[src/rtl/lkvc_pkg.sv]
// Package for the LRU key/value cache.
// Holds the action codes used by the back end, plus the capacity width and reset. No dependencies.
package lkvc_pkg;
    localparam logic ACT_GET    = 1'b0;
    localparam logic ACT_INSERT = 1'b1;
    localparam int   CAP_BITS   = 4;
    localparam logic [CAP_BITS-1:0] CAP_RESET = 4'd8;
endpackage

[src/rtl/lkvc_req_if.sv]
// Request channel interface: valid/ready plus action, key and value.
// Used by the top level and the front end.
interface lkvc_req_if #(parameter int KEY_BITS = 32, parameter int VALUE_BITS = 32);
    logic                  valid;
    logic                  ready;
    logic                  action;
    logic [KEY_BITS-1:0]   key;
    logic [VALUE_BITS-1:0] value;
    modport source (output valid, action, key, value, input ready);
    modport sink   (input valid, action, key, value, output ready);
endinterface

[src/rtl/lkvc_rsp_if.sv]
// Response channel interface: valid/ready plus hit and read value.
// Used by the top level and the back end.
interface lkvc_rsp_if #(parameter int VALUE_BITS = 32);
    logic                  valid;
    logic                  ready;
    logic                  hit;
    logic [VALUE_BITS-1:0] read_value;
    modport source (output valid, hit, read_value, input ready);
    modport sink   (input valid, hit, read_value, output ready);
endinterface

[src/rtl/lkvc_front.sv]
// Front end: accepts request words into a two-deep queue.
// Depends on lkvc_pkg and lkvc_req_if.
module lkvc_front import lkvc_pkg::*; #(
    parameter int KEY_BITS   = 32,
    parameter int VALUE_BITS = 32
) (
    input  logic                  i_clk,
    input  logic                  i_rst_n,
    lkvc_req_if.sink              i_req,
    output logic                  o_q_valid,
    input  logic                  i_q_pop,
    output logic                  o_q_action,
    output logic [KEY_BITS-1:0]   o_q_key,
    output logic [VALUE_BITS-1:0] o_q_value
);
    localparam int W = 1 + KEY_BITS + VALUE_BITS;
    logic [W-1:0] r_mem [2];
    logic         r_wp, r_rp;
    logic [1:0]   r_cnt;
    logic         push, pop;

    assign i_req.ready = (r_cnt != 2'd2);
    assign push = i_req.valid && i_req.ready;
    assign pop  = i_q_pop && (r_cnt != 2'd0);
    assign o_q_valid = (r_cnt != 2'd0);
    assign {o_q_action, o_q_key, o_q_value} = r_mem[r_rp];

    // queue storage
    always_ff @(posedge i_clk) begin
        if (push) r_mem[r_wp] <= {i_req.action, i_req.key, i_req.value};
    end

    // queue pointers
    always_ff @(posedge i_clk) begin
        if (!i_rst_n) begin
            r_wp <= 1'b0; r_rp <= 1'b0; r_cnt <= 2'd0;
        end else begin
            if (push) r_wp <= ~r_wp;
            if (pop)  r_rp <= ~r_rp;
            r_cnt <= r_cnt + {1'b0, push} - {1'b0, pop};
        end
    end
endmodule

[src/rtl/lkvc_back.sv]
// Back end: two-step sequencer doing lookup, then update and response.
// Depends on lkvc_pkg and lkvc_rsp_if.
module lkvc_back import lkvc_pkg::*; #(
    parameter int ENTRIES    = 8,
    parameter int KEY_BITS   = 32,
    parameter int VALUE_BITS = 32
) (
    input  logic                  i_clk,
    input  logic                  i_rst_n,
    input  logic [CAP_BITS-1:0]   i_capacity,
    input  logic                  i_q_valid,
    output logic                  o_q_pop,
    input  logic                  i_q_action,
    input  logic [KEY_BITS-1:0]   i_q_key,
    input  logic [VALUE_BITS-1:0] i_q_value,
    lkvc_rsp_if.source            o_rsp
);
    localparam int IW = (ENTRIES > 1) ? $clog2(ENTRIES) : 1;
    localparam int RW = $clog2(ENTRIES + 1);

    typedef enum logic {S_LOOK, S_UPD} t_state;

    logic [KEY_BITS-1:0]   r_keys [ENTRIES];
    logic [VALUE_BITS-1:0] r_vals [ENTRIES];
    logic [ENTRIES-1:0]    r_valid;
    logic [RW-1:0]         r_rank [ENTRIES];
    t_state                r_state;
    logic                  r_hit, r_free_ok, r_rsp_valid, r_rsp_hit;
    logic [IW-1:0]         r_slot, r_free, r_old;
    logic [RW-1:0]         r_cnt;
    logic [VALUE_BITS-1:0] r_rsp_val;

    logic              hit, free_ok;
    logic [IW-1:0]     slot, free_s, old_s;
    logic [RW-1:0]     cnt, cap;

    // lookup: match, first free slot, oldest slot, count
    always_comb begin
        hit = 1'b0; slot = '0; free_ok = 1'b0; free_s = '0; old_s = '0; cnt = '0;
        for (int s = ENTRIES - 1; s >= 0; s--) begin
            if (r_valid[s] && r_keys[s] == i_q_key) begin hit = 1'b1; slot = IW'(s); end
            if (!r_valid[s]) begin free_ok = 1'b1; free_s = IW'(s); end
        end
        for (int s = 0; s < ENTRIES; s++) begin
            if (r_valid[s]) begin
                cnt = cnt + 1'b1;
                if (r_rank[s] == cnt - 1'b1 && r_rank[s] >= r_rank[old_s]) old_s = IW'(s);
            end
        end
        // oldest is the valid slot of highest rank; ranks are 0..count-1 and unique
        for (int s = 0; s < ENTRIES; s++)
            if (r_valid[s] && r_rank[s] == cnt - 1'b1) old_s = IW'(s);
    end

    // effective capacity clamped to 1..ENTRIES
    always_comb begin
        if (i_capacity == '0) cap = RW'(1);
        else if (32'(i_capacity) > ENTRIES) cap = RW'(ENTRIES);
        else cap = RW'(i_capacity);
    end

    assign o_q_pop = (r_state == S_UPD);
    assign o_rsp.valid = r_rsp_valid;
    assign o_rsp.hit = r_rsp_hit;
    assign o_rsp.read_value = r_rsp_val;

    // sequencer, entry store and response register
    always_ff @(posedge i_clk) begin
        logic [IW-1:0]  tgt;
        logic [RW-1:0]  pr, ncnt;
        logic           fresh;
        tgt = '0; pr = '0; ncnt = '0; fresh = 1'b0;
        if (!i_rst_n) begin
            r_state <= S_LOOK; r_valid <= '0; r_rsp_valid <= 1'b0;
            for (int s = 0; s < ENTRIES; s++) r_rank[s] <= '0;
        end else begin
            // response register is always empty by the update step
            if (o_rsp.ready && r_state == S_LOOK) r_rsp_valid <= 1'b0;
            case (r_state)
                S_LOOK: begin
                    if (i_q_valid && (!r_rsp_valid || o_rsp.ready)) begin
                        r_hit <= hit; r_slot <= slot; r_free_ok <= free_ok;
                        r_free <= free_s; r_old <= old_s; r_cnt <= cnt;
                        r_state <= S_UPD;
                    end
                end
                S_UPD: begin
                    r_state <= S_LOOK;
                    r_rsp_valid <= 1'b1;
                    r_rsp_hit <= r_hit;
                    r_rsp_val <= (r_hit && i_q_action == ACT_GET) ? r_vals[r_slot] : '0;
                    if (r_hit) begin
                        // promote: younger slots age by one
                        pr = r_rank[r_slot];
                        for (int s = 0; s < ENTRIES; s++)
                            if (r_valid[s] && r_rank[s] < pr) r_rank[s] <= r_rank[s] + 1'b1;
                        r_rank[r_slot] <= '0;
                        if (i_q_action == ACT_INSERT) r_vals[r_slot] <= i_q_value;
                        ncnt = r_cnt;
                    end else if (i_q_action == ACT_INSERT) begin
                        fresh = 1'b1;
                        tgt = r_free_ok ? r_free : r_old;
                        ncnt = r_free_ok ? r_cnt + 1'b1 : r_cnt;
                        r_keys[tgt] <= i_q_key;
                        r_vals[tgt] <= i_q_value;
                        for (int s = 0; s < ENTRIES; s++)
                            if (r_valid[s] && IW'(s) != tgt) r_rank[s] <= r_rank[s] + 1'b1;
                        r_rank[tgt] <= '0;
                    end
                    if (i_q_action == ACT_INSERT) begin
                        // drop least recent if over capacity (never the new entry);
                        // after a promote of the oldest slot the next one in line goes
                        for (int s = 0; s < ENTRIES; s++) begin
                            if (r_valid[s] && IW'(s) == tgt && fresh)
                                r_valid[s] <= 1'b1;
                            else if (fresh && IW'(s) == tgt)
                                r_valid[s] <= 1'b1;
                            else if (r_valid[s] && ncnt > cap) begin
                                if ((fresh && r_rank[s] == ncnt - RW'(2)) ||
                                    (!fresh && IW'(s) != r_slot &&
                                     r_rank[s] == ((pr == ncnt - RW'(1)) ?
                                                   ncnt - RW'(2) : ncnt - RW'(1))))
                                    r_valid[s] <= 1'b0;
                            end
                        end
                    end
                end
                default: r_state <= S_LOOK;
            endcase
        end
    end
endmodule

[src/rtl/lru_key_value_cache.sv]
// Top level of the LRU key/value cache.
// Depends on lkvc_pkg, lkvc_req_if, lkvc_rsp_if, lkvc_front, lkvc_back.
//
// Usage:
//   i_req carries request words (action, key, value) under valid/ready; o_rsp
//   returns one response word (hit, read_value) per request, in order.
//   i_cfg_we/i_cfg_wdata write the capacity register (write only while idle).
// Path: an accepted request is written into the front queue; the back end
//   registers its lookup in the lookup step, then registers the response in
//   the update step.
// Requests: the back end takes a new request only after the update step of
//   the last one, as both steps work on the shared entry store.
// Reset: all entries become invalid and capacity returns to 8.
// Stall: a stalled response holds in its register; the back end stops before
//   the next lookup, the two-word front queue fills and then drops ready.
module lru_key_value_cache import lkvc_pkg::*; #(
    parameter int ENTRIES    = 8,
    parameter int KEY_BITS   = 32,
    parameter int VALUE_BITS = 32
) (
    input  logic                i_clk,
    input  logic                i_rst_n,
    input  logic                i_cfg_we,
    input  logic [CAP_BITS-1:0] i_cfg_wdata,
    lkvc_req_if.sink            i_req,
    lkvc_rsp_if.source          o_rsp
);
    logic [CAP_BITS-1:0]   r_capacity;
    logic                  q_valid, q_pop, q_action;
    logic [KEY_BITS-1:0]   q_key;
    logic [VALUE_BITS-1:0] q_value;

    // capacity register
    always_ff @(posedge i_clk) begin
        if (!i_rst_n) r_capacity <= CAP_RESET;
        else if (i_cfg_we) r_capacity <= i_cfg_wdata;
    end

    lkvc_front #(.KEY_BITS(KEY_BITS), .VALUE_BITS(VALUE_BITS)) u_front (
        .i_clk, .i_rst_n, .i_req,
        .o_q_valid(q_valid), .i_q_pop(q_pop), .o_q_action(q_action),
        .o_q_key(q_key), .o_q_value(q_value)
    );

    lkvc_back #(.ENTRIES(ENTRIES), .KEY_BITS(KEY_BITS), .VALUE_BITS(VALUE_BITS)) u_back (
        .i_clk, .i_rst_n, .i_capacity(r_capacity),
        .i_q_valid(q_valid), .o_q_pop(q_pop), .i_q_action(q_action),
        .i_q_key(q_key), .i_q_value(q_value), .o_rsp
    );
endmodule
[src/flat_wrapper.sv]
// flat-port wrapper written by rule: the top's interface ports become plain ports
module lru_key_value_cache_flat import lkvc_pkg::*;
#(
    parameter int ENTRIES    = 8,
    parameter int KEY_BITS   = 32,
    parameter int VALUE_BITS = 32
)
  (i_clk, i_rst_n, i_cfg_we, i_cfg_wdata, i_req_valid, i_req_action, i_req_key, i_req_value, i_req_ready, o_rsp_valid, o_rsp_hit, o_rsp_read_value, o_rsp_ready);
  lkvc_req_if #(.KEY_BITS(KEY_BITS), .VALUE_BITS(VALUE_BITS)) i_req_i ();
  lkvc_rsp_if #(.VALUE_BITS(VALUE_BITS)) o_rsp_i ();
  input  logic i_clk;
  input  logic i_rst_n;
  input  logic i_cfg_we;
  input  logic [CAP_BITS-1:0] i_cfg_wdata;
  input wire logic [$bits(i_req_i.valid)-1:0] i_req_valid;
  input wire logic [$bits(i_req_i.action)-1:0] i_req_action;
  input wire logic [$bits(i_req_i.key)-1:0] i_req_key;
  input wire logic [$bits(i_req_i.value)-1:0] i_req_value;
  output wire logic [$bits(i_req_i.ready)-1:0] i_req_ready;
  output wire logic [$bits(o_rsp_i.valid)-1:0] o_rsp_valid;
  output wire logic [$bits(o_rsp_i.hit)-1:0] o_rsp_hit;
  output wire logic [$bits(o_rsp_i.read_value)-1:0] o_rsp_read_value;
  input wire logic [$bits(o_rsp_i.ready)-1:0] o_rsp_ready;
  assign i_req_i.valid = i_req_valid;
  assign i_req_i.action = i_req_action;
  assign i_req_i.key = i_req_key;
  assign i_req_i.value = i_req_value;
  assign i_req_ready = i_req_i.ready;
  assign o_rsp_valid = o_rsp_i.valid;
  assign o_rsp_hit = o_rsp_i.hit;
  assign o_rsp_read_value = o_rsp_i.read_value;
  assign o_rsp_i.ready = o_rsp_ready;
  lru_key_value_cache #(.ENTRIES(ENTRIES), .KEY_BITS(KEY_BITS), .VALUE_BITS(VALUE_BITS)) u_core (.i_clk(i_clk), .i_rst_n(i_rst_n), .i_cfg_we(i_cfg_we), .i_cfg_wdata(i_cfg_wdata), .i_req(i_req_i), .o_rsp(o_rsp_i));
endmodule
[config.mk]
export PLATFORM = sky130hd
export DESIGN_NAME = lru_key_value_cache_flat
export DESIGN_NICKNAME = d
export VERILOG_FILES = /design/src/rtl/lkvc_pkg.sv /design/src/rtl/lkvc_req_if.sv /design/src/rtl/lkvc_rsp_if.sv /design/src/rtl/lkvc_front.sv /design/src/rtl/lkvc_back.sv /design/src/rtl/lru_key_value_cache.sv /design/src/flat_wrapper.sv
export SDC_FILE = /design/constraint.sdc
export NUM_CORES = 1
export LEC_CHECK = 0
export ABC_AREA = 1
export BUFFER_PORTS_ARGS = -buffer_cell sky130_fd_sc_hd__buf_2
export CORE_ASPECT_RATIO = 1.1
export CORE_UTILIZATION = 45
export DETAILED_ROUTE_END_ITERATION = 6
export PLACE_DENSITY = 0.65
export SLEW_MARGIN = 20
export SYNTH_ARGS = -nofsm -noshare
export SYNTH_HDL_FRONTEND = slang
export SYNTH_HIERARCHICAL = 1
export SYNTH_SLANG_ARGS = --single-unit
export TNS_END_PERCENT = 20
[constraint.sdc]
create_clock -name i_clk -period 28.8 [get_ports i_clk]
set_input_delay 1.44 -clock i_clk [delete_from_list [all_inputs] [get_ports i_clk]]
set_output_delay 1.44 -clock i_clk [all_outputs]
set_load 0.02 [all_outputs]
==> impl_metrics.json, run 1 <==
{
  "status": "finished, final reports clean",
  "core_um2": 76130,
  "ys_types": 66,
  "grt_pass1_wl_um": 151900,
  "synth_top_area_share_pct": 59.73,
  "postCtsHoldBufs": 0,
  "dieArea_um2": 78200,
  "syn_nets": 3067,
  "p_leak_nw": 13.85,
  "synthXorXnorAreaFrac_pct": 3.686,
  "hpwl_um": 68320,
  "clock_sinks": 741,
  "clkLatencyLatePin_ns": 0.63,
  "synth_compound_area_share_pct": 10.51,
  "reg2reg_from": "u_core/u_back/r_rank[1][0]$_SDFFE_PP0P_",
  "layout_common_cells": "edfxtp_1 (690), nand2_1 (474), inv_1 (210), nor2_1 (138), o21ai_0 (127)",
  "hold_depth": 2,
  "synthSimpleGateAreaFrac_pct": 13.40,
  "hold_violations": 0,
  "cp.arrival_ns": 13.64,
  "critPathSlowestCell": "dfxtp_1",
  "ys_ff_latch": 741,
  "crit_path_start_kind": "flip-flop",
  "finClkSkew_ns": 0.03120,
  "firstDrtPassIters": 6,
  "synth_area_um2": 34690,
  "min_period_over_period_pct": 46.01,
  "grt_pass1_vias": 23600,
  "syn2layout_area_growth_pct": 11.96,
  "register_area_um2": 21740,
  "grt_max_degree": 70,
  "fmax_mhz": 75.46,
  "yosysTopAreaCell": "edfxtp_1",
  "tns_ns": 0,
  "ios": 109,
  "cts_tree": "built",
  "synth-seq-area-share_pct": 62.68,
  "post_cts_resized": 0,
  "slew_headroom_pct": 23.24,
  "hold_start": "u_core/u_front/r_rp$_SDFFE_PN0P_",
  "antenna_left": 0,
  "core.rowCount": 106,
  "critPathKind": "flip-flop to flip-flop",
  "die_y_um": 293.2,
  "p_per_area_nw_per_um2": 73.86,
  "die_x_um": 266.7,
  "cts_made_buffers": 75,
  "wl_um": 104300,
  "vias": 24260,
  "required_ns": 29.19,
  "muxShareOfSynthArea_pct": 2.651,
  "worstSetupEndpointType": "flip-flop",
  "htreeDepth": 3,
  "finalSetupViolCount": 0,
  "avgSynthCellArea_um2": 11.90,
  "cts_setup_buffers": 0,
  "synthArstFlopShare_pct": 0,
  "worstMarginPinSlew_ns": 1.151,
  "final_nets": 3175,
  "hold_end": "u_core/u_front/r_rp$_SDFFE_PN0P_",
  "clockBufferDepth": 3,
  "r2r-end": "u_core/u_back/r_old[0]$_SDFFCE_PP1P_",
  "post_drt_wl_per_cell_um": 25.35,
  "period_needed_ns": 13.25,
  "r2r_cells": 88,
  "overflow": 0,
  "drc": 0,
  "rsz0062_at_grt": "no",
  "drive_gt1_share_pct": 15.40,
  "yosys-top-cells-area": "edfxtp_1 (60%), nand2_1 (5.1%), dfxtp_1 (2.9%)",
  "gp_congestion": 1.024,
  "multiInputGateArea_um2": 11610,
  "final.fill_count": 6576,
  "drtIter0Drc": 2474,
  "start_util_pct": 45.56,
  "clk_pin_slew_ns": 0.07,
  "track_usage_pct": 26.48,
  "r2r_slack_ns": 15.55,
  "io_buffers": 108,
  "use_met3_pct": 4.526,
  "ys_warn_count": 6,
  "cp_common_cell": "nand2_1",
  "slew_viol_final": 0,
  "busiest_layer": "met2",
  "crit_fanout": 14,
  "grt_use_met2_pct": 43.72,
  "total_power_mw": 2.868,
  "critPathMaxStageDelay_ns": 0.62,
  "ys.flop_type": "edfxtp_1",
  "postSynthCellCount": 2916,
  "vias_per_cell": 5.898,
  "synthAdderAreaFrac_pct": 2.777,
  "maxCapViolCount": 0,
  "gr-usage-met1_pct": 34.20,
  "cts-root-buf": "clkbuf_16",
  "antenna_found_initial": 7,
  "final_common_cell": "edfxtp_1",
  "min_path_type": "flip-flop to flip-flop",
  "synth_top_family_by_area": "simple AND/OR/NAND/NOR gates",
  "vdd_drop_max_mv": 0.07372,
  "synth_edf_count": 690
}
-- per-stage QoR --
step / area [um^2] / std cells / hold WS, ns / util, % / worst slack (ns)
6_report: 38830 / 4113 / 0.5008 / 51.01 / 15.55
5_1_grt: 38830 / 4112 / 0.5244 / 51.01 / 14.37
4_1_cts: 38830 / 4111 / 0.5034 / 51.01 / 15.66
3_5_place_dp: 36390 / 3973 / 0.4942 / 47.80 / 15.67
3_3_place_gp: 36390 / 3973 / 0.4509 / 47.80 / 15.76
2_1_floorplan: 34690 / 2916 / 0.4277 / - / 17.86
-- per-layer routing --
metal	vias up	share of wire [%]
li1	10860	-
met3	244	8.2
met2	1185	48
met1	11970	39
met4	8	4.2
met5	-	0.051
-- registers in the layout, summed over array words and instances (netlist names), 4 cells and up, named ones only --
| name | cells |
|---|---|
| u_core/r_capacity | 4 |
| u_core/u_back/o_rsp.read_value | 32 |
| u_core/u_back/r_keys | 256 |
| u_core/u_back/r_cnt | 4 |
| u_core/u_back/r_rank | 32 |
| u_core/u_back/r_valid | 8 |
| u_core/u_back/r_vals | 256 |
| u_core/u_front/r_mem | 130 |
-- area by class of cell --
| cell class | instances | share of cell area (%) |
|---|---|---|
| clock inverter | 49 | 1.269 |
| timing repair buffer | 142 | 2.049 |
| antenna | 2 | 0.01289 |
| sequential | 741 | 55.99 |
| multi-input combinational | 1812 | 29.89 |
| tap | 1026 | 3.306 |
| clock buffer | 89 | 5.020 |
| inverter | 252 | 2.462 |
-- kinds of logic (layout without fill, tap and decap cells) --
kind of cell    Yosys count  in the layout
simple gates            976            976
xor+xnor                146            146
mux                      65             65
fa+ha+maj                77             77
flops                   741            741
other cells               0              2
buf+inv                 363            532
compound gates          548            548
-- report_power, final --
part	switching (mW)	total, mW	leakage, nW	internal [mW]
registers	0.0270	1.29	6.68	1.26
logic	0.442	0.618	5.99	0.176
clock network	0.422	0.959	1.18	0.537
total	0.891	2.87	13.8	1.98
-- synth_stat cells, types with 11 or more instances --
cell type  instances
a211oi_1          55
nand4_1           41
a22o_1            29
mux2_4            50
nand3_1          112
buf_6             11
xor2_1            82
o21ai_0          127
o22ai_1           63
nor2_1           153
o211ai_1          20
clkinv_1          12
nor3_1            32
nor2_2            12
o21ai_1           18
o21a_1            12
nand2_1          474
dfxtp_1           51
nand3_2           16
a21oi_1           78
nor4_1            39
ha_1              77
a311oi_1          19
nand2_4           18
mux2_2            15
a22oi_1           44
edfxtp_1         690
xnor2_1           64
clkbuf_1          79
nand2_2           36
a2111oi_0         15
inv_1            213
inv_2             23
a221oi_1          25
-- worst max-delay path, delay by kind of cell (launching register included) --
kind                       cells  cell delay [ns]
AOI/OAI and AO/OA             35             4.54
and+or+nand+nor               32             4.47
adders and majority gates      7             1.99
buffers and inverters         14             1.39
DFF                            1             0.62
-- worst max path at each step --
stage / start / endpoint / slack, ns / depth (start not counted)
finish: u_core/u_back/r_rank[1][0]$_SDFFE_PP0P_ / u_core/u_back/r_old[0]$_SDFFCE_PP1P_ / 15.55 / 88
global route: u_core/u_back/r_rank[1][0]$_SDFFE_PP0P_ / u_core/u_back/r_old[0]$_SDFFCE_PP1P_ / 14.37 / 87
floorplan: u_core/u_back/r_rank[0][1]$_SDFFE_PP0P_ / u_core/u_back/r_old[0]$_SDFFCE_PP1P_ / 17.86 / 93
detailed placement: u_core/u_back/r_rank[1][0]$_SDFFE_PP0P_ / u_core/u_back/r_old[0]$_SDFFCE_PP1P_ / 15.67 / 86
CTS: u_core/u_back/r_rank[1][0]$_SDFFE_PP0P_ / u_core/u_back/r_old[0]$_SDFFCE_PP1P_ / 15.66 / 86
global placement: u_core/u_back/r_rank[1][0]$_SDFFE_PP0P_ / u_core/u_back/r_old[0]$_SDFFCE_PP1P_ / 15.76 / 88
No activity file was read; power rests on OpenSTA's default activity.
==> run 2: changes to the inputs <==
--- a/config.mk
+++ b/config.mk
@@ -5,7 +5,7 @@
 export SDC_FILE = /design/constraint.sdc
 export NUM_CORES = 1
 export LEC_CHECK = 0
-export ABC_AREA = 1
+export ABC_AREA = 0
 export BUFFER_PORTS_ARGS = -buffer_cell sky130_fd_sc_hd__buf_2
 export CORE_ASPECT_RATIO = 1.1
 export CORE_UTILIZATION = 45
==> constraint.sdc (replaced) <==
create_clock -name i_clk -period 13.5 [get_ports i_clk]
set_input_delay 0.675 -clock i_clk [delete_from_list [all_inputs] [get_ports i_clk]]
set_output_delay 0.675 -clock i_clk [all_outputs]
set_load 0.02 [all_outputs]
==> run 2 against run 1 <==
Critical endpoint unchanged. Critical path depth down 26. Largest cell class unchanged. Fmax is 5.6% higher. Clock power rose by 120%. Flip-flop and latch count did not move. Highest routed layer unchanged.
==> impl_metrics.json, run 2 <==
{
  "status": "finished, final reports clean",
  "diodes": 0,
  "slew_headroom_pct": 18.72,
  "layout_common_cells": "edfxtp_1 (690), xnor2_1 (259), nand2_1 (146), xor2_1 (114), buf_2 (108)",
  "critPathMaxStageDelay_ns": 0.58,
  "synth-seq-area-share_pct": 62.70,
  "ios": 109,
  "start_util_pct": 45.54,
  "core_um2": 76130,
  "clkLatencyLatePin_ns": 0.62,
  "yosysTopAreaCell": "edfxtp_1",
  "vias_per_cell": 5.734,
  "vdd_drop_max_mv": 0.1994,
  "post_drt_wl_per_cell_um": 24.19,
  "worstMarginPinSlew_ns": 1.206,
  "cts_made_buffers": 75,
  "period_needed_ns": 12.55,
  "grt_use_met2_pct": 37.13,
  "cts_setup_buffers": 0,
  "maxCapViolCount": 0,
  "finClkSkew_ns": 0.01728,
  "antenna_found_initial": 6,
  "use_met3_pct": 3.076,
  "crit_path_start_kind": "flip-flop",
  "ys_types": 95,
  "tns_ns": 0,
  "final_common_cell": "edfxtp_1",
  "drtIter0Drc": 1612,
  "busiest_layer": "met2",
  "final_nets": 2635,
  "crit_fanout": 12,
  "grt_max_degree": 67,
  "die_y_um": 293.1,
  "clock_sinks": 741,
  "core.rowCount": 106,
  "grt_pass1_wl_um": 129000,
  "clockBufferDepth": 3,
  "postCtsHoldBufs": 0,
  "clk_pin_slew_ns": 0.07,
  "wl_um": 86350,
  "die_x_um": 266.7,
  "vias": 20470,
  "hold_violations": 0,
  "overflow": 0,
  "io_buffers": 108,
  "fmax_mhz": 79.70,
  "rsz0062_at_grt": "no",
  "required_ns": 13.85,
  "synth_commonest_cells": "edfxtp_1 (690), xnor2_1 (260), nand2_1 (146), xor2_1 (114), clkbuf_1 (95)",
  "cp_common_cell": "a21o_1",
  "gr-usage-met1_pct": 29.45,
  "syn_nets": 2524,
  "ys_warn_count": 6,
  "yosysMostFrequentCell": "edfxtp_1",
  "ys_ff_latch": 741,
  "ys.flop_type": "edfxtp_1",
  "r2r_cells": 62,
  "p_leak_nw": 13.11,
  "slew_viol_final": 0,
  "min_path_type": "input pin to flip-flop",
  "postSynthCellCount": 2373,
  "synth_area_um2": 34670,
  "dieArea_um2": 78160,
  "cts_tree": "built",
  "firstDrtPassIters": 5,
  "antenna_left": 0,
  "worstSetupEndpointType": "flip-flop",
  "largest_registers": "u_core/u_back/r_keys (256), u_core/u_back/r_vals (256), u_core/u_front/r_mem (130)",
  "cts-root-buf": "clkbuf_16",
  "hold_depth": 1,
  "min_period_over_period_pct": 92.94,
  "final.fill_count": 6353,
  "avgSynthCellArea_um2": 14.61,
  "synth_top_area_share_pct": 59.76,
  "syn2layout_area_growth_pct": 12.70,
  "p_per_area_nw_per_um2": 170.8,
  "synthArstFlopShare_pct": 0,
  "grt_pass1_vias": 20520,
  "cp.arrival_ns": 12.90,
  "drc": 0,
  "gp_congestion": 0.9200,
  "critPathKind": "flip-flop to flip-flop",
  "drive_gt1_share_pct": 19.22,
  "hpwl_um": 54030,
  "synth_edf_count": 690,
  "htreeDepth": 3,
  "yosys-top-cells-area": "edfxtp_1 (60%), xnor2_1 (6.6%), mux4_2 (4.7%)",
  "final_core_util_pct": 51.33,
  "track_usage_pct": 22.19,
  "critPathSlowestCell": "a2111oi_0",
  "finalSetupViolCount": 0
}
[run 2: area by class of cell]
class / count / area, um^2 / area share (%)
clock buffer: 87 / 1943 / 4.973
clock inverter: 50 / 546.8 / 1.399
timing repair buffer: 168 / 1036 / 2.651
sequential: 741 / 21740 / 55.65
multi-input combinational: 1453 / 12350 / 31.61
inverter: 45 / 170.2 / 0.4355
tap: 1026 / 1284 / 3.285
[run 2: power breakdown]
group          switching [mW]  internal (mW)  total [mW]
logic                    1.12          0.713        1.84
registers              0.0679           2.69        2.76
clock network           0.879           1.20        2.08
[run 2: routing by layer]
layer | routed length [um] | vias up
li1 | - | 9146
met1 | 36220 | 10420
met2 | 42370 | 726
met3 | 4926 | 174
met4 | 2769 | 10
met5 | 67 | -
[run 2: critical path: cells and delay by family, from the launching register on]
| family | cells | cell delay, ns |
|---|---|---|
| simple gates | 20 | 3.37 |
| buf+inv | 2 | 0.38 |
| mux | 3 | 1.09 |
| compound gates | 30 | 5.02 |
| fa+ha+maj | 7 | 1.82 |
| flops | 1 | 0.57 |
[run 2: stage by stage]
stage | worst slack (ns) | hold slack (ns) | area [um^2] | power [mW] | cells
6_report | 0.9533 | 0.2368 | 39070 | 6.674 | 3570
5_1_grt | 0.03180 | 0.2170 | 39070 | 6.950 | 3570
4_1_cts | 0.8660 | 0.2100 | 38990 | 6.719 | 3567
3_5_place_dp | 0.9595 | 0.4966 | 36510 | 4.632 | 3430
3_3_place_gp | 1.145 | 0.4876 | 36510 | 4.604 | 3430
2_1_floorplan | 0.8469 | 0.4255 | 34670 | 4.131 | 2373
[run 2: worst paths after layout]
| check | end | slack (ns) | startpoint |
|---|---|---|---|
| setup / recovery | u_core/u_back/r_old[0]$_SDFFCE_PP1P_ | 0.95 | u_core/u_back/r_rank[0][2]$_SDFFE_PP0P_ |
| hold reg to reg | u_core/u_front/r_rp$_SDFFE_PN0P_ | 0.52 | u_core/u_front/r_rp$_SDFFE_PN0P_ |
| hold / removal | u_core/u_front/r_mem[0][1]$_DFFE_PP_ | 0.24 | i_req_value[1] |
| setup reg to reg | u_core/u_back/r_old[0]$_SDFFCE_PP1P_ | 0.95 | u_core/u_back/r_rank[0][2]$_SDFFE_PP0P_ |
[run 2: logic make-up (layout without fill, tap and decap cells)]
| family | Yosys count | count (layout) | synth area share (%) |
|---|---|---|---|
| flip-flops | 741 | 741 | 62.70 |
| XOR/XNOR | 390 | 390 | 10.54 |
| adder cells (fa/ha/maj) | 77 | 77 | 2.779 |
| buffers and inverters | 179 | 350 | 2.129 |
| AO/OA/AOI/OAI | 272 | 272 | 5.085 |
| multiplexers | 185 | 185 | 8.802 |
| AND/OR/NAND/NOR | 529 | 529 | 7.964 |
[run 2: what timing repair did]
item,in CTS,in global routing
setup endpoints to repair,0,2
resized for setup,0,2
endpoints found under the hold margin,0,0
